**src/hw/rtl/rfd_pkg.sv**
```systemverilog
// ---------------------------------------------------------------------------
// rfd_pkg: receiver frame deframer shared definitions
// Sync and id codes, kind codes and the result record passed to the top level.
// ---------------------------------------------------------------------------
`timescale 1ns / 1ps
`default_nettype none

package rfd_pkg;

  localparam logic [7:0] SYNC_A  = 8'hFF;
  localparam logic [7:0] SYNC_B  = 8'h00;
  localparam logic [7:0] ID_AUG  = 8'h5C;
  localparam logic [7:0] ID_STAT = 8'h53;
  localparam logic [7:0] ID_ACK  = 8'h96;

  localparam int unsigned SUM_W = 17;
  localparam int unsigned N_CAP = 5;

  localparam logic [1:0] KIND_AUG  = 2'd0;
  localparam logic [1:0] KIND_STAT = 2'd1;
  localparam logic [1:0] KIND_ACK  = 2'd2;

  typedef struct packed {
    logic [1:0]  frame_kind;
    logic [7:0]  payload_length;
    logic        checksum_ok;
    logic [15:0] received_checksum;
    logic [7:0]  payload_first;
    logic [7:0]  payload_second;
    logic [7:0]  payload_third;
    logic [7:0]  payload_sixth;
    logic [7:0]  payload_seventh;
  } frame_result_t;

endpackage

`default_nettype wire

```
**src/hw/rtl/rfd_parser.sv**
```systemverilog
// ---------------------------------------------------------------------------
// rfd_parser: frame phase tracker and checksum datapath
// Consumes one byte per accepted beat and flags a finished frame on the beat
// that carries the high checksum byte.
// ---------------------------------------------------------------------------
`timescale 1ns / 1ps
`default_nettype none

module rfd_parser (
  input  wire logic                  clk,
  input  wire logic                  rst_n,
  input  wire logic                  byte_valid,
  input  wire logic [7:0]            rx_byte,
  output logic                       res_valid,
  output rfd_pkg::frame_result_t     res
);

  typedef enum logic [2:0] {
    PH_HUNT  = 3'd0,
    PH_SYNC2 = 3'd1,
    PH_ID    = 3'd2,
    PH_LEN   = 3'd3,
    PH_PAY   = 3'd4,
    PH_CKLO  = 3'd5,
    PH_CKHI  = 3'd6
  } phase_t;

  phase_t                       phase_r, phase_nxt;
  logic [7:0]                   count_r, count_nxt;
  logic [7:0]                   length_r, length_nxt;
  logic [rfd_pkg::SUM_W-1:0]    sum_r, sum_nxt;
  logic [1:0]                   kind_r, kind_nxt;
  logic [7:0]                   cap_r   [rfd_pkg::N_CAP];
  logic [7:0]                   cap_nxt [rfd_pkg::N_CAP];
  logic [7:0]                   ck_lo_r, ck_lo_nxt;

  logic [rfd_pkg::SUM_W-1:0]    sum_add;
  logic [7:0]                   count_inc;
  logic [15:0]                  ck_full;
  logic                         ck_match;
  logic                         id_known;

  assign sum_add   = sum_r + {{(rfd_pkg::SUM_W-8){1'b0}}, rx_byte};
  assign count_inc = count_r + 8'd1;
  assign ck_full   = {rx_byte, ck_lo_r};
  assign ck_match  = (sum_r == {1'b0, ck_full});
  assign id_known  = (rx_byte == rfd_pkg::ID_AUG) || (rx_byte == rfd_pkg::ID_STAT) ||
                     (rx_byte == rfd_pkg::ID_ACK);

  always_comb begin
    phase_nxt  = phase_r;
    count_nxt  = count_r;
    length_nxt = length_r;
    sum_nxt    = sum_r;
    kind_nxt   = kind_r;
    ck_lo_nxt  = ck_lo_r;
    for (int i = 0; i < rfd_pkg::N_CAP; i++) cap_nxt[i] = cap_r[i];
    res_valid  = 1'b0;

    if (byte_valid) begin
      unique case (phase_r)
        PH_HUNT: begin
          if (rx_byte == rfd_pkg::SYNC_A) phase_nxt = PH_SYNC2;
        end
        PH_SYNC2: begin
          if (rx_byte == rfd_pkg::SYNC_B)      phase_nxt = PH_ID;
          else if (rx_byte != rfd_pkg::SYNC_A) phase_nxt = PH_HUNT;
        end
        PH_ID: begin
          if (id_known) begin
            if (rx_byte == rfd_pkg::ID_AUG)       kind_nxt = rfd_pkg::KIND_AUG;
            else if (rx_byte == rfd_pkg::ID_STAT) kind_nxt = rfd_pkg::KIND_STAT;
            else                                  kind_nxt = rfd_pkg::KIND_ACK;
            // sync bytes plus id start the sum
            sum_nxt = {{(rfd_pkg::SUM_W-8){1'b0}}, rfd_pkg::SYNC_A}
                    + {{(rfd_pkg::SUM_W-8){1'b0}}, rfd_pkg::SYNC_B}
                    + {{(rfd_pkg::SUM_W-8){1'b0}}, rx_byte};
            for (int i = 0; i < rfd_pkg::N_CAP; i++) cap_nxt[i] = 8'd0;
            count_nxt = 8'd0;
            phase_nxt = PH_LEN;
          end else begin
            phase_nxt = (rx_byte == rfd_pkg::SYNC_A) ? PH_SYNC2 : PH_HUNT;
          end
        end
        PH_LEN: begin
          length_nxt = rx_byte;
          sum_nxt    = sum_add;
          count_nxt  = 8'd0;
          phase_nxt  = (rx_byte == 8'd0) ? PH_CKLO : PH_PAY;
        end
        PH_PAY: begin
          case (count_r)
            8'd0:    cap_nxt[0] = rx_byte;
            8'd1:    cap_nxt[1] = rx_byte;
            8'd2:    cap_nxt[2] = rx_byte;
            8'd5:    cap_nxt[3] = rx_byte;
            8'd6:    cap_nxt[4] = rx_byte;
            default: ;
          endcase
          sum_nxt   = sum_add;
          count_nxt = count_inc;
          if (count_inc == length_r) phase_nxt = PH_CKLO;
        end
        PH_CKLO: begin
          ck_lo_nxt = rx_byte;
          phase_nxt = PH_CKHI;
        end
        PH_CKHI: begin
          res_valid = 1'b1;
          phase_nxt = PH_HUNT;
        end
        default: phase_nxt = PH_HUNT;
      endcase
    end
  end

  always_comb begin
    res.frame_kind        = kind_r;
    res.payload_length    = length_r;
    res.checksum_ok       = ck_match;
    res.received_checksum = ck_full;
    res.payload_first     = ck_match ? cap_r[0] : 8'd0;
    res.payload_second    = ck_match ? cap_r[1] : 8'd0;
    res.payload_third     = ck_match ? cap_r[2] : 8'd0;
    res.payload_sixth     = ck_match ? cap_r[3] : 8'd0;
    res.payload_seventh   = ck_match ? cap_r[4] : 8'd0;
  end

  always_ff @(posedge clk) begin
    if (!rst_n) begin
      phase_r  <= PH_HUNT;
      count_r  <= 8'd0;
      length_r <= 8'd0;
      sum_r    <= '0;
      kind_r   <= 2'd0;
      ck_lo_r  <= 8'd0;
      for (int i = 0; i < rfd_pkg::N_CAP; i++) cap_r[i] <= 8'd0;
    end else begin
      phase_r  <= phase_nxt;
      count_r  <= count_nxt;
      length_r <= length_nxt;
      sum_r    <= sum_nxt;
      kind_r   <= kind_nxt;
      ck_lo_r  <= ck_lo_nxt;
      for (int i = 0; i < rfd_pkg::N_CAP; i++) cap_r[i] <= cap_nxt[i];
    end
  end

`ifndef NO_ASSERTIONS
  // a result only comes out of the high checksum byte
  a_res_phase: assert property (@(posedge clk) disable iff (!rst_n)
    res_valid |-> (byte_valid && phase_r == PH_CKHI))
    else $error("result outside checksum phase");

  // failed checksum never exposes payload
  a_res_zero: assert property (@(posedge clk) disable iff (!rst_n)
    (res_valid && !res.checksum_ok) |->
      (res.payload_first == 8'd0 && res.payload_second == 8'd0 &&
       res.payload_third == 8'd0 && res.payload_sixth == 8'd0 &&
       res.payload_seventh == 8'd0))
    else $error("payload leaked on bad checksum");

  // zero length skips straight to checksum
  a_zero_len: assert property (@(posedge clk) disable iff (!rst_n)
    (byte_valid && phase_r == PH_LEN && rx_byte == 8'd0) |=> (phase_r == PH_CKLO))
    else $error("zero length did not skip payload");

  // payload count stays below the length while in payload phase
  a_pay_count: assert property (@(posedge clk) disable iff (!rst_n)
    (phase_r == PH_PAY) |-> (count_r < length_r))
    else $error("payload count overran length");
`endif

endmodule

`default_nettype wire

```
**src/hw/rtl/receiver_frame_deframer.sv**
```systemverilog
// ---------------------------------------------------------------------------
// receiver_frame_deframer: serial receiver frame deframer
// Hunts for FF 00 id, reads length, payload and little-endian checksum and
// reports one record per frame.
// ---------------------------------------------------------------------------
//  channel | ports                          | beat
//  --------+--------------------------------+-------------------------------
//  in      | in_valid in_ready in_rx_byte   | one received byte
//  out     | out_valid out_ready out_*      | one frame record at frame end
//
// One byte per cycle while in_ready is high (low only while a record waits
// and out_ready is low); the phase tracker and sum adder finish each byte in
// the cycle it is accepted; the record lands in a single output register.
// Synchronous active-low reset returns to hunting and clears all but out_r.
// ---------------------------------------------------------------------------
`timescale 1ns / 1ps
`default_nettype none

module receiver_frame_deframer (
  input  wire logic        clk,
  input  wire logic        rst_n,
  input  wire logic        in_valid,
  output logic             in_ready,
  input  wire logic [7:0]  in_rx_byte,
  output logic             out_valid,
  input  wire logic        out_ready,
  output logic [1:0]       out_frame_kind,
  output logic [7:0]       out_payload_length,
  output logic             out_checksum_ok,
  output logic [15:0]      out_received_checksum,
  output logic [7:0]       out_payload_first,
  output logic [7:0]       out_payload_second,
  output logic [7:0]       out_payload_third,
  output logic [7:0]       out_payload_sixth,
  output logic [7:0]       out_payload_seventh
);

  logic                   in_fire;
  logic                   res_valid;
  rfd_pkg::frame_result_t res;
  rfd_pkg::frame_result_t out_r;
  logic                   out_valid_r, out_valid_nxt;

  assign in_ready = !out_valid_r || out_ready;
  assign in_fire  = in_valid && in_ready;

  rfd_parser u_parser (
    .clk        (clk),
    .rst_n      (rst_n),
    .byte_valid (in_fire),
    .rx_byte    (in_rx_byte),
    .res_valid  (res_valid),
    .res        (res)
  );

  always_comb begin
    out_valid_nxt = out_valid_r;
    if (res_valid)      out_valid_nxt = 1'b1;
    else if (out_ready) out_valid_nxt = 1'b0;
  end

  always_ff @(posedge clk) begin
    if (!rst_n) begin
      out_valid_r <= 1'b0;
    end else begin
      out_valid_r <= out_valid_nxt;
    end
  end

  always_ff @(posedge clk) begin
    if (res_valid) begin
      out_r <= res;
    end
  end

  assign out_valid             = out_valid_r;
  assign out_frame_kind        = out_r.frame_kind;
  assign out_payload_length    = out_r.payload_length;
  assign out_checksum_ok       = out_r.checksum_ok;
  assign out_received_checksum = out_r.received_checksum;
  assign out_payload_first     = out_r.payload_first;
  assign out_payload_second    = out_r.payload_second;
  assign out_payload_third     = out_r.payload_third;
  assign out_payload_sixth     = out_r.payload_sixth;
  assign out_payload_seventh   = out_r.payload_seventh;

`ifndef NO_ASSERTIONS
  // a waiting record is never overwritten
  a_no_overwrite: assert property (@(posedge clk) disable iff (!rst_n)
    (out_valid_r && !out_ready) |-> !res_valid)
    else $error("record overwritten while stalled");

  // a new record always shows up the cycle after it is produced
  a_res_lands: assert property (@(posedge clk) disable iff (!rst_n)
    res_valid |=> out_valid_r)
    else $error("record lost");

  // the output register empties only through a taken beat
  a_drain: assert property (@(posedge clk) disable iff (!rst_n)
    $fell(out_valid_r) |-> $past(out_ready))
    else $error("record dropped without handshake");
`endif

endmodule

`default_nettype wire
```
**config.mk**
```make
export PLATFORM = sky130hd
export DESIGN_NAME = receiver_frame_deframer
export DESIGN_NICKNAME = d
export VERILOG_FILES = /design/src/hw/rtl/rfd_pkg.sv /design/src/hw/rtl/rfd_parser.sv /design/src/hw/rtl/receiver_frame_deframer.sv
export SDC_FILE = /design/constraint.sdc
export NUM_CORES = 1
export LEC_CHECK = 0
export BUFFER_PORTS_ARGS = -buffer_cell sky130_fd_sc_hd__buf_2
export CAP_MARGIN = 5
export CORE_MARGIN = 1.5
export CORE_UTILIZATION = 50
export DETAILED_ROUTE_END_ITERATION = 16
export PLACE_DENSITY_LB_ADDON = 0.2
export SLEW_MARGIN = 25
export SYNTH_ARGS = -nofsm -noshare
export SYNTH_HDL_FRONTEND = slang
export SYNTH_HIERARCHICAL = 1
export SYNTH_SLANG_ARGS = --single-unit
```
**constraint.sdc**
```tcl
create_clock -name clk -period 10.2 [get_ports clk]
set_clock_uncertainty 0.2 [all_clocks]
set_input_delay 1.02 -clock clk [delete_from_list [all_inputs] [get_ports clk]]
set_output_delay 1.02 -clock clk [all_outputs]
set_load 0.005 [all_outputs]
```
==> out/qor.yml, run 1 <==
setup_path:
  cpPeakStageDelay_ns: 0.53
  crit_required_ns: 10.35
  startpoint_type: "primary input"
  r2r_start: "u_parser/phase_r[2]$_SDFFE_PN0P_"
  cp_max_fo: 21
  crit_path_end: "u_parser/sum_r[16]$_SDFFE_PN0P_"
  setup.worst_path.start: "in_rx_byte[0]"
  cp-end-kind: "flip-flop"
  r2r_slack_ns: 6.97
  cp_cell_sequence: "buf_2 -> inv_1 -> ha_1 -> or4b_1 -> o21ai_2 -> o21a_2 -> nand4_1 -> or4_1 -> a21oi_1"
  critPathSlowestCell: "or4_1"
  crit_type: "primary input to flip-flop"
  cp.arrival_ns: 3.53
  r2r_cells: 6
  timing.rr.end: "u_parser/sum_r[16]$_SDFFE_PN0P_"
route:
  dr.pass1.iters: 8
  postRouteAntennaNets: 0
  drc: 0
  wirelength_um: 16620
  wire_per_inst_um: 17.72
  vias_per_cell: 5.873
  drtIter0Drc: 412
  vias: 5509
status:
  outcome: "complete, no violations"
pwr:
  ir_drop_v: 0.00009392
  p_int_mw: 1.057
  combPwrFrac_pct: 2.7
  total_leakage_power_nw: 2.992
  power_frac_seq_pct: 47.9
  power.switching_mw: 0.2764
  p_clk_share_pct: 49.4
  switching_share_pct: 20.73
  pwr_density_cell_mw_per_mm2: 166.4
timing:
  fin_tns_setup_ns: 0
  fmax_mhz: 295.9
  fin_crit_ns: 3.379
  finalHoldViolCount: 0
  setup_slack_ns: 6.821
  rsz0062_at_grt: "false"
  tightestPinTransition_ns: 1.002
  finalCritPeriodShare_pct: 33.13
  max-slew-margin-rel_pct: 33.13
  slew_violations: 0
  setup_viol: 0
global_routing:
  gr-total-overflow: 0
  grt_max_degree: 48
  grt_pass1_wl_um: 26410
  grt_pass1_vias: 5009
  antenna_found_initial: 0
  grt_usage_pct: 23.70
logic_synthesis:
  synth_xor_area_share_pct: 3.917
  synth_compound_area_share_pct: 15.38
  ys_seq_area_share_pct: 54.15
  synthArstFlopShare_pct: 0
  synth-seq-cells: 154
  ys_types: 70
  yosysWarnings: 6
  ys.flop_type: "dfxtp_1"
  synth_top_family_by_area: "simple AND/OR/NAND/NOR gates"
  synth_nets: 720
  synthCells: 691
  netlist_area_sq_mm: 0.006932
  synthAdderAreaFrac_pct: 3.177
  synth_mux_area_share_pct: 0.1444
  synth_edf_count: 67
  synth-simple-area-share_pct: 18.10
  syn_avg_cell_area_sq_um: 10.03
clock_network:
  cts_sinks: 154
  cts_tree: "done"
  cts-hold-fix-buffers: 0
  cts_setup_buffers: 0
  cts_resized: 0
  htreeDepth: 4
  clkTransAtPathRegs_ns: 0.06
  clk_latency_ns: 0.43
  cts_buffers: 17
  root_buffer: "clkbuf_16"
  clockBufferDepth: 2
placed_design:
  portBuffers: 80
  gp_congestion: 0.9286
  post-place-ws_ns: 6.109
  hpwlAfterDp_um: 11200
  place_area_sq_mm: 0.007363
layout:
  postLayoutCellArea_sq_mm: 0.008013
  regArea_sq_mm: 0.003754
  multi_input_area_sq_mm: 0.002836
  fillers: 1157
  final_util_pct: 59.79
  area_growth_pct: 15.60
  post_route_cells_drive_above_1_share_pct: 17.45
  antennaDiodeCount: 0
  layout.nets: 778
floorplan:
  die_h_um: 120.7
  start_util_pct: 51.73
  dieWidth_um: 120.7
  dieArea_sq_mm: 0.01458
  fp-row-count: 42
  coreArea_sq_mm: 0.01340
  boundaryPins: 81
hold_path:
  hold_class: "flip-flop to flip-flop"
flow_run:
  max_cap_viol_count: 0
-- power by group through the flow --
stage,combinational [mW],sequential (mW),clock (mW)
final,0.0358,0.639,0.659
after global routing,0.0391,0.638,0.701
after CTS,0.0352,0.638,0.669
after detailed placement,0.0349,0.652,0
after global placement,0.0340,0.652,0
after floorplan,0.0262,0.652,0
-- synthesized netlist by cell type, types with 4 or more instances --
library cell | number | area (sq um)
a211oi_1 | 5 | 37.54
a21o_1 | 4 | 30.03
a21oi_1 | 54 | 270.3
and2_1 | 17 | 106.4
and3_1 | 5 | 31.28
buf_2 | 8 | 40.04
buf_4 | 10 | 75.07
clkbuf_1 | 26 | 97.59
dfxtp_1 | 87 | 1742
edfxtp_1 | 67 | 2012
ha_1 | 16 | 200.2
inv_1 | 36 | 135.1
nand2_1 | 72 | 270.3
nand3_1 | 23 | 115.1
nand4_1 | 6 | 37.54
nor2_1 | 34 | 127.6
nor2b_1 | 5 | 31.28
nor3_1 | 14 | 70.07
nor3b_1 | 5 | 37.54
nor4_1 | 28 | 175.2
o21a_1 | 7 | 52.55
o21ai_0 | 26 | 130.1
o21ai_1 | 6 | 30.03
o22ai_1 | 26 | 162.7
o2bb2ai_1 | 7 | 61.31
o31ai_1 | 4 | 30.03
or3_1 | 6 | 37.54
xnor2_1 | 10 | 87.58
xor2_1 | 21 | 183.9
-- layout by cell type, fill, tap and decap left out, types with 6 or more instances in the layout --
cell and n:
a21oi_1 54, and2_1 17, buf_2 80, clkbuf_16 18
dfxtp_1 87, edfxtp_1 67, ha_1 16, inv_1 36
nand2_1 72, nand3_1 23, nand4_1 6, nor2_1 34
nor3_1 14, nor4_1 28, o21a_1 7, o21ai_0 26
o22ai_1 26, o2bb2ai_1 7, or3_1 6, xnor2_1 10
xor2_1 21
-- worst max-delay path, delay by kind of cell --
kind | cells | cell delay, ns
AOI/OAI and AO/OA | 3 | 0.80
buffers and inverters | 2 | 0.33
adders and majority gates | 1 | 0.15
and+or+nand+nor | 3 | 1.23
-- logic make-up (layout without fill, tap and decap cells) --
kind of cell             count (synthesis)  count (layout)
AO/OA/AOI/OAI                          168             168
XOR/XNOR                                31              31
adder cells (fa/ha/maj)                 17              17
buffers and inverters                   82             153
flip-flops                             154             154
multiplexers                             1               1
AND/OR/NAND/NOR                        238             238
-- layer usage --
metal  wire, um  global-route usage (%)
met1       7352                   32.13
met2       7590                   36.12
met3       1196                   6.321
met4        479                   9.632
met5          0                       0
-- sequential cells by signal, summed over array words and instances, names as in the netlist, 2 cells and up --
| register | flops |
|---|---|
| out_payload_third | 8 |
| out_payload_length | 8 |
| out_payload_second | 8 |
| u_parser/kind_r | 2 |
| out_received_checksum | 16 |
| u_parser/phase_r | 3 |
| u_parser/cap_r | 40 |
| u_parser/sum_r | 17 |
| out_payload_seventh | 8 |
| u_parser/count_r | 8 |
| out_payload_sixth | 8 |
| out_frame_kind | 2 |
| u_parser/ck_lo_r | 8 |
| u_parser/length_r | 8 |
| out_payload_first | 8 |
-- layout make-up --
| type | count | area share [%] |
|---|---|---|
| sequential | 154 | 46.85 |
| clock inverter | 12 | 2.014 |
| clock buffer | 20 | 5.840 |
| timing repair buffer | 84 | 5.418 |
| inverter | 37 | 1.733 |
| multi-input combinational | 455 | 35.40 |
| tap | 176 | 2.748 |
-- how the worst min path moves through the flow --
stage | start | endpoint | slack (ns) | cells past startpoint
3_3_place_gp | u_parser/cap_r[0][20]$_SDFFE_PN0P_ | u_parser/cap_r[0][20]$_SDFFE_PN0P_ | 0.24 | 1
2_1_floorplan | u_parser/kind_r[0]$_SDFFE_PN0P_ | out_frame_kind[0]$_DFFE_PP_ | 0.20 | 0
6_report | u_parser/cap_r[0][21]$_SDFFE_PN0P_ | u_parser/cap_r[0][21]$_SDFFE_PN0P_ | 0.26 | 1
5_1_grt | u_parser/cap_r[0][3]$_SDFFE_PN0P_ | u_parser/cap_r[0][3]$_SDFFE_PN0P_ | 0.28 | 2
3_5_place_dp | u_parser/cap_r[0][20]$_SDFFE_PN0P_ | u_parser/cap_r[0][20]$_SDFFE_PN0P_ | 0.25 | 1
4_1_cts | u_parser/cap_r[0][20]$_SDFFE_PN0P_ | u_parser/cap_r[0][20]$_SDFFE_PN0P_ | 0.26 | 1
-- through the flow --
stage               power, mW  hold WS, ns  instances
floorplan              0.6780       0.2005        691
global placement       0.6858       0.2406        905
detailed placement     0.6868       0.2462        905
CTS                     1.342       0.2632        937
global route            1.378       0.2840        938
finish                  1.333       0.2621        938
Power figures use the tool's default switching activity.
==> inputs of run 2 (changes only) <==
Clock period 10.2 ns to 3.14 ns, I/O delays scaled along.
==> run 2 against run 1 <==
  * Sequential cell count unchanged
  * Utilization rose by 0.31 points
  * Worst hold slack worse by 0.23 ns
  * First-iteration DRC count grew 38%
  * Sequential share of layout area is 0.24 points lower
  * Via count is 1.1% higher
  * Cell count is 1.6% higher
  * Clock-buffer cell count is 3 lower
  * Clock power rose to 2.8 times the previous value
  * Die area unchanged
  * Non-clock buffer count grew 15
  * Combinational power grew to 3.6 times the previous value
  * Critical endpoint is now u_parser/cap_r[0][12]$_SDFFE_PN0P_
  * Largest cell class unchanged
  * Largest power group is now registers
==> out/qor.yml, run 2 (synthesis gave the netlist of run 1 again) <==
status:
  outcome: "complete, no violations"
pwr:
  pwr_density_cell_mw_per_mm2: 503.7
  total_leakage_power_nw: 3.028
  total_power_mw: 4.056
  ir_drop_v: 0.0002699
layout:
  fillers: 1133
  top_register: "u_parser/cap_r"
  most-common-layout-cells: "dfxtp_1 (87), buf_2 (80), nand2_1 (71)"
  largest_reg_flops: 40
  area_growth_pct: 16.19
  layout.nets: 793
  post_route_cells_drive_above_1_share_pct: 18.66
  final_common_cell: "dfxtp_1"
  antennaDiodeCount: 0
setup_path:
  crit_required_ns: 3.21
  crit_family: "simple AND/OR/NAND/NOR gates"
  crit_type: "flip-flop to flip-flop"
  cp-end-kind: "flip-flop"
  startpoint_type: "flip-flop"
  r2r_slack_ns: 0.50
  critPathSlowestCell: "o21ai_1"
  cp.arrival_ns: 2.72
  cp_cell_sequence: "nor3b_4 -> nand3_1 -> nor2_1 -> a21oi_1 -> o21ai_1 -> o22ai_1"
  timing.critical_path.buf_inv: 0
  cpPeakStageDelay_ns: 0.54
  cp_max_fo: 15
timing:
  max-slew-margin-rel_pct: 33.14
  rsz0062_at_grt: "false"
  fin_tns_setup_ns: 0
  finalCritPeriodShare_pct: 84.20
  finalHoldViolCount: 0
  fin_crit_ns: 2.644
  fmax_mhz: 378.2
  slew_violations: 0
  setup_viol: 0
  tightestPinTransition_ns: 1.002
  hold_ws_ns: 0.02972
global_routing:
  grt_max_degree: 60
  grt_usage_pct: 23.70
  grt_pass1_wl_um: 26520
  grt_pass1_vias: 5119
  gr-total-overflow: 0
  antenna_found_initial: 0
clock_network:
  clkTransAtPathRegs_ns: 0.06
  cts_sinks: 154
  clockBufferDepth: 2
  root_buffer: "clkbuf_16"
  clk_latency_ns: 0.43
  htreeDepth: 4
  cts_buffers: 17
  cts_setup_buffers: 0
  cts_tree: "done"
floorplan:
  dieArea_sq_mm: 0.01458
  fp-row-count: 42
  start_util_pct: 51.73
  boundaryPins: 81
  dieWidth_um: 120.7
  coreArea_sq_mm: 0.01340
  die_h_um: 120.7
placed_design:
  gp_congestion: 0.8625
  hpwlAfterDp_um: 11460
  portBuffers: 80
route:
  vias: 5571
  drc: 0
  vias_per_cell: 5.846
  postRouteAntennaNets: 0
  wire_per_inst_um: 17.71
  wirelength_um: 16880
  drtIter0Drc: 569
  dr.pass1.iters: 5
flow_run:
  max_cap_viol_count: 0
hold_path:
  hold_class: "primary input to flip-flop"
[run 2: area by class of cell]
class / count / area (sq um) / area share (%)
clock buffers: 17 / 425.4 / 5.282
clock inverters: 15 / 116.4 / 1.445
inverters: 37 / 138.9 / 1.724
multi-input cells: 455 / 2841 / 35.28
flip-flops and latches: 154 / 3754 / 46.61
well taps: 176 / 220.2 / 2.734
repair buffers: 99 / 558.0 / 6.929
[run 2: stage by stage]
stage	cell area, sq um	std cells	util [%]	worst slack [ns]
final	8054	953	60.10	0.4962
after floorplan	6962	691	-	-0.02758
after global routing	8054	953	60.10	0.3622
after global placement	7502	920	55.99	0.3943
after detailed placement	7502	920	55.99	0.3616
after CTS	8054	953	60.10	0.5450
[run 2: worst paths after layout]
kind                                           from                                  end  depth (start not counted)
setup reg to reg   u_parser/phase_r[1]$_SDFFE_PN0P_   u_parser/cap_r[0][12]$_SDFFE_PN0P_                          6
hold / removal                        in_rx_byte[7]  out_received_checksum[15]$_DFFE_PP_                          1
hold reg to reg   u_parser/cap_r[0][5]$_SDFFE_PN0P_    u_parser/cap_r[0][5]$_SDFFE_PN0P_                          2
setup / recovery   u_parser/phase_r[1]$_SDFFE_PN0P_   u_parser/cap_r[0][12]$_SDFFE_PN0P_                          6
[run 2: worst reg2reg max path, cell delays in order, from the launching register on]
cell     delay (ns)
dfxtp_1        0.48
nor3b_4        0.41
nand3_1        0.12
nor2_1         0.40
a21oi_1        0.15
o21ai_1        0.54
o22ai_1        0.19
[run 2: repair_timing]
action | 4_1_cts | 5_1_grt
hold buffers | 1 | 0
resized for setup | 0 | 0
hold endpoints to repair | 1 | 0
[run 2: where the power goes]
part / switching, mW / internal (mW) / total [mW]
Combinational: 0.0918 / 0.0380 / 0.130
Sequential: 0.0000528 / 2.07 / 2.07
Clock: 0.833 / 1.02 / 1.85
[run 2: routing by layer]
layer | global-route usage [%] | vias to the layer above | routed length, um
met3 | 4.858 | 37 | 1059
met5 | 0 | - | 0
met4 | 9.853 | 0 | 403
li1 | - | 2656 | -
met2 | 38.17 | 215 | 7889
met1 | 31.20 | 2663 | 7522
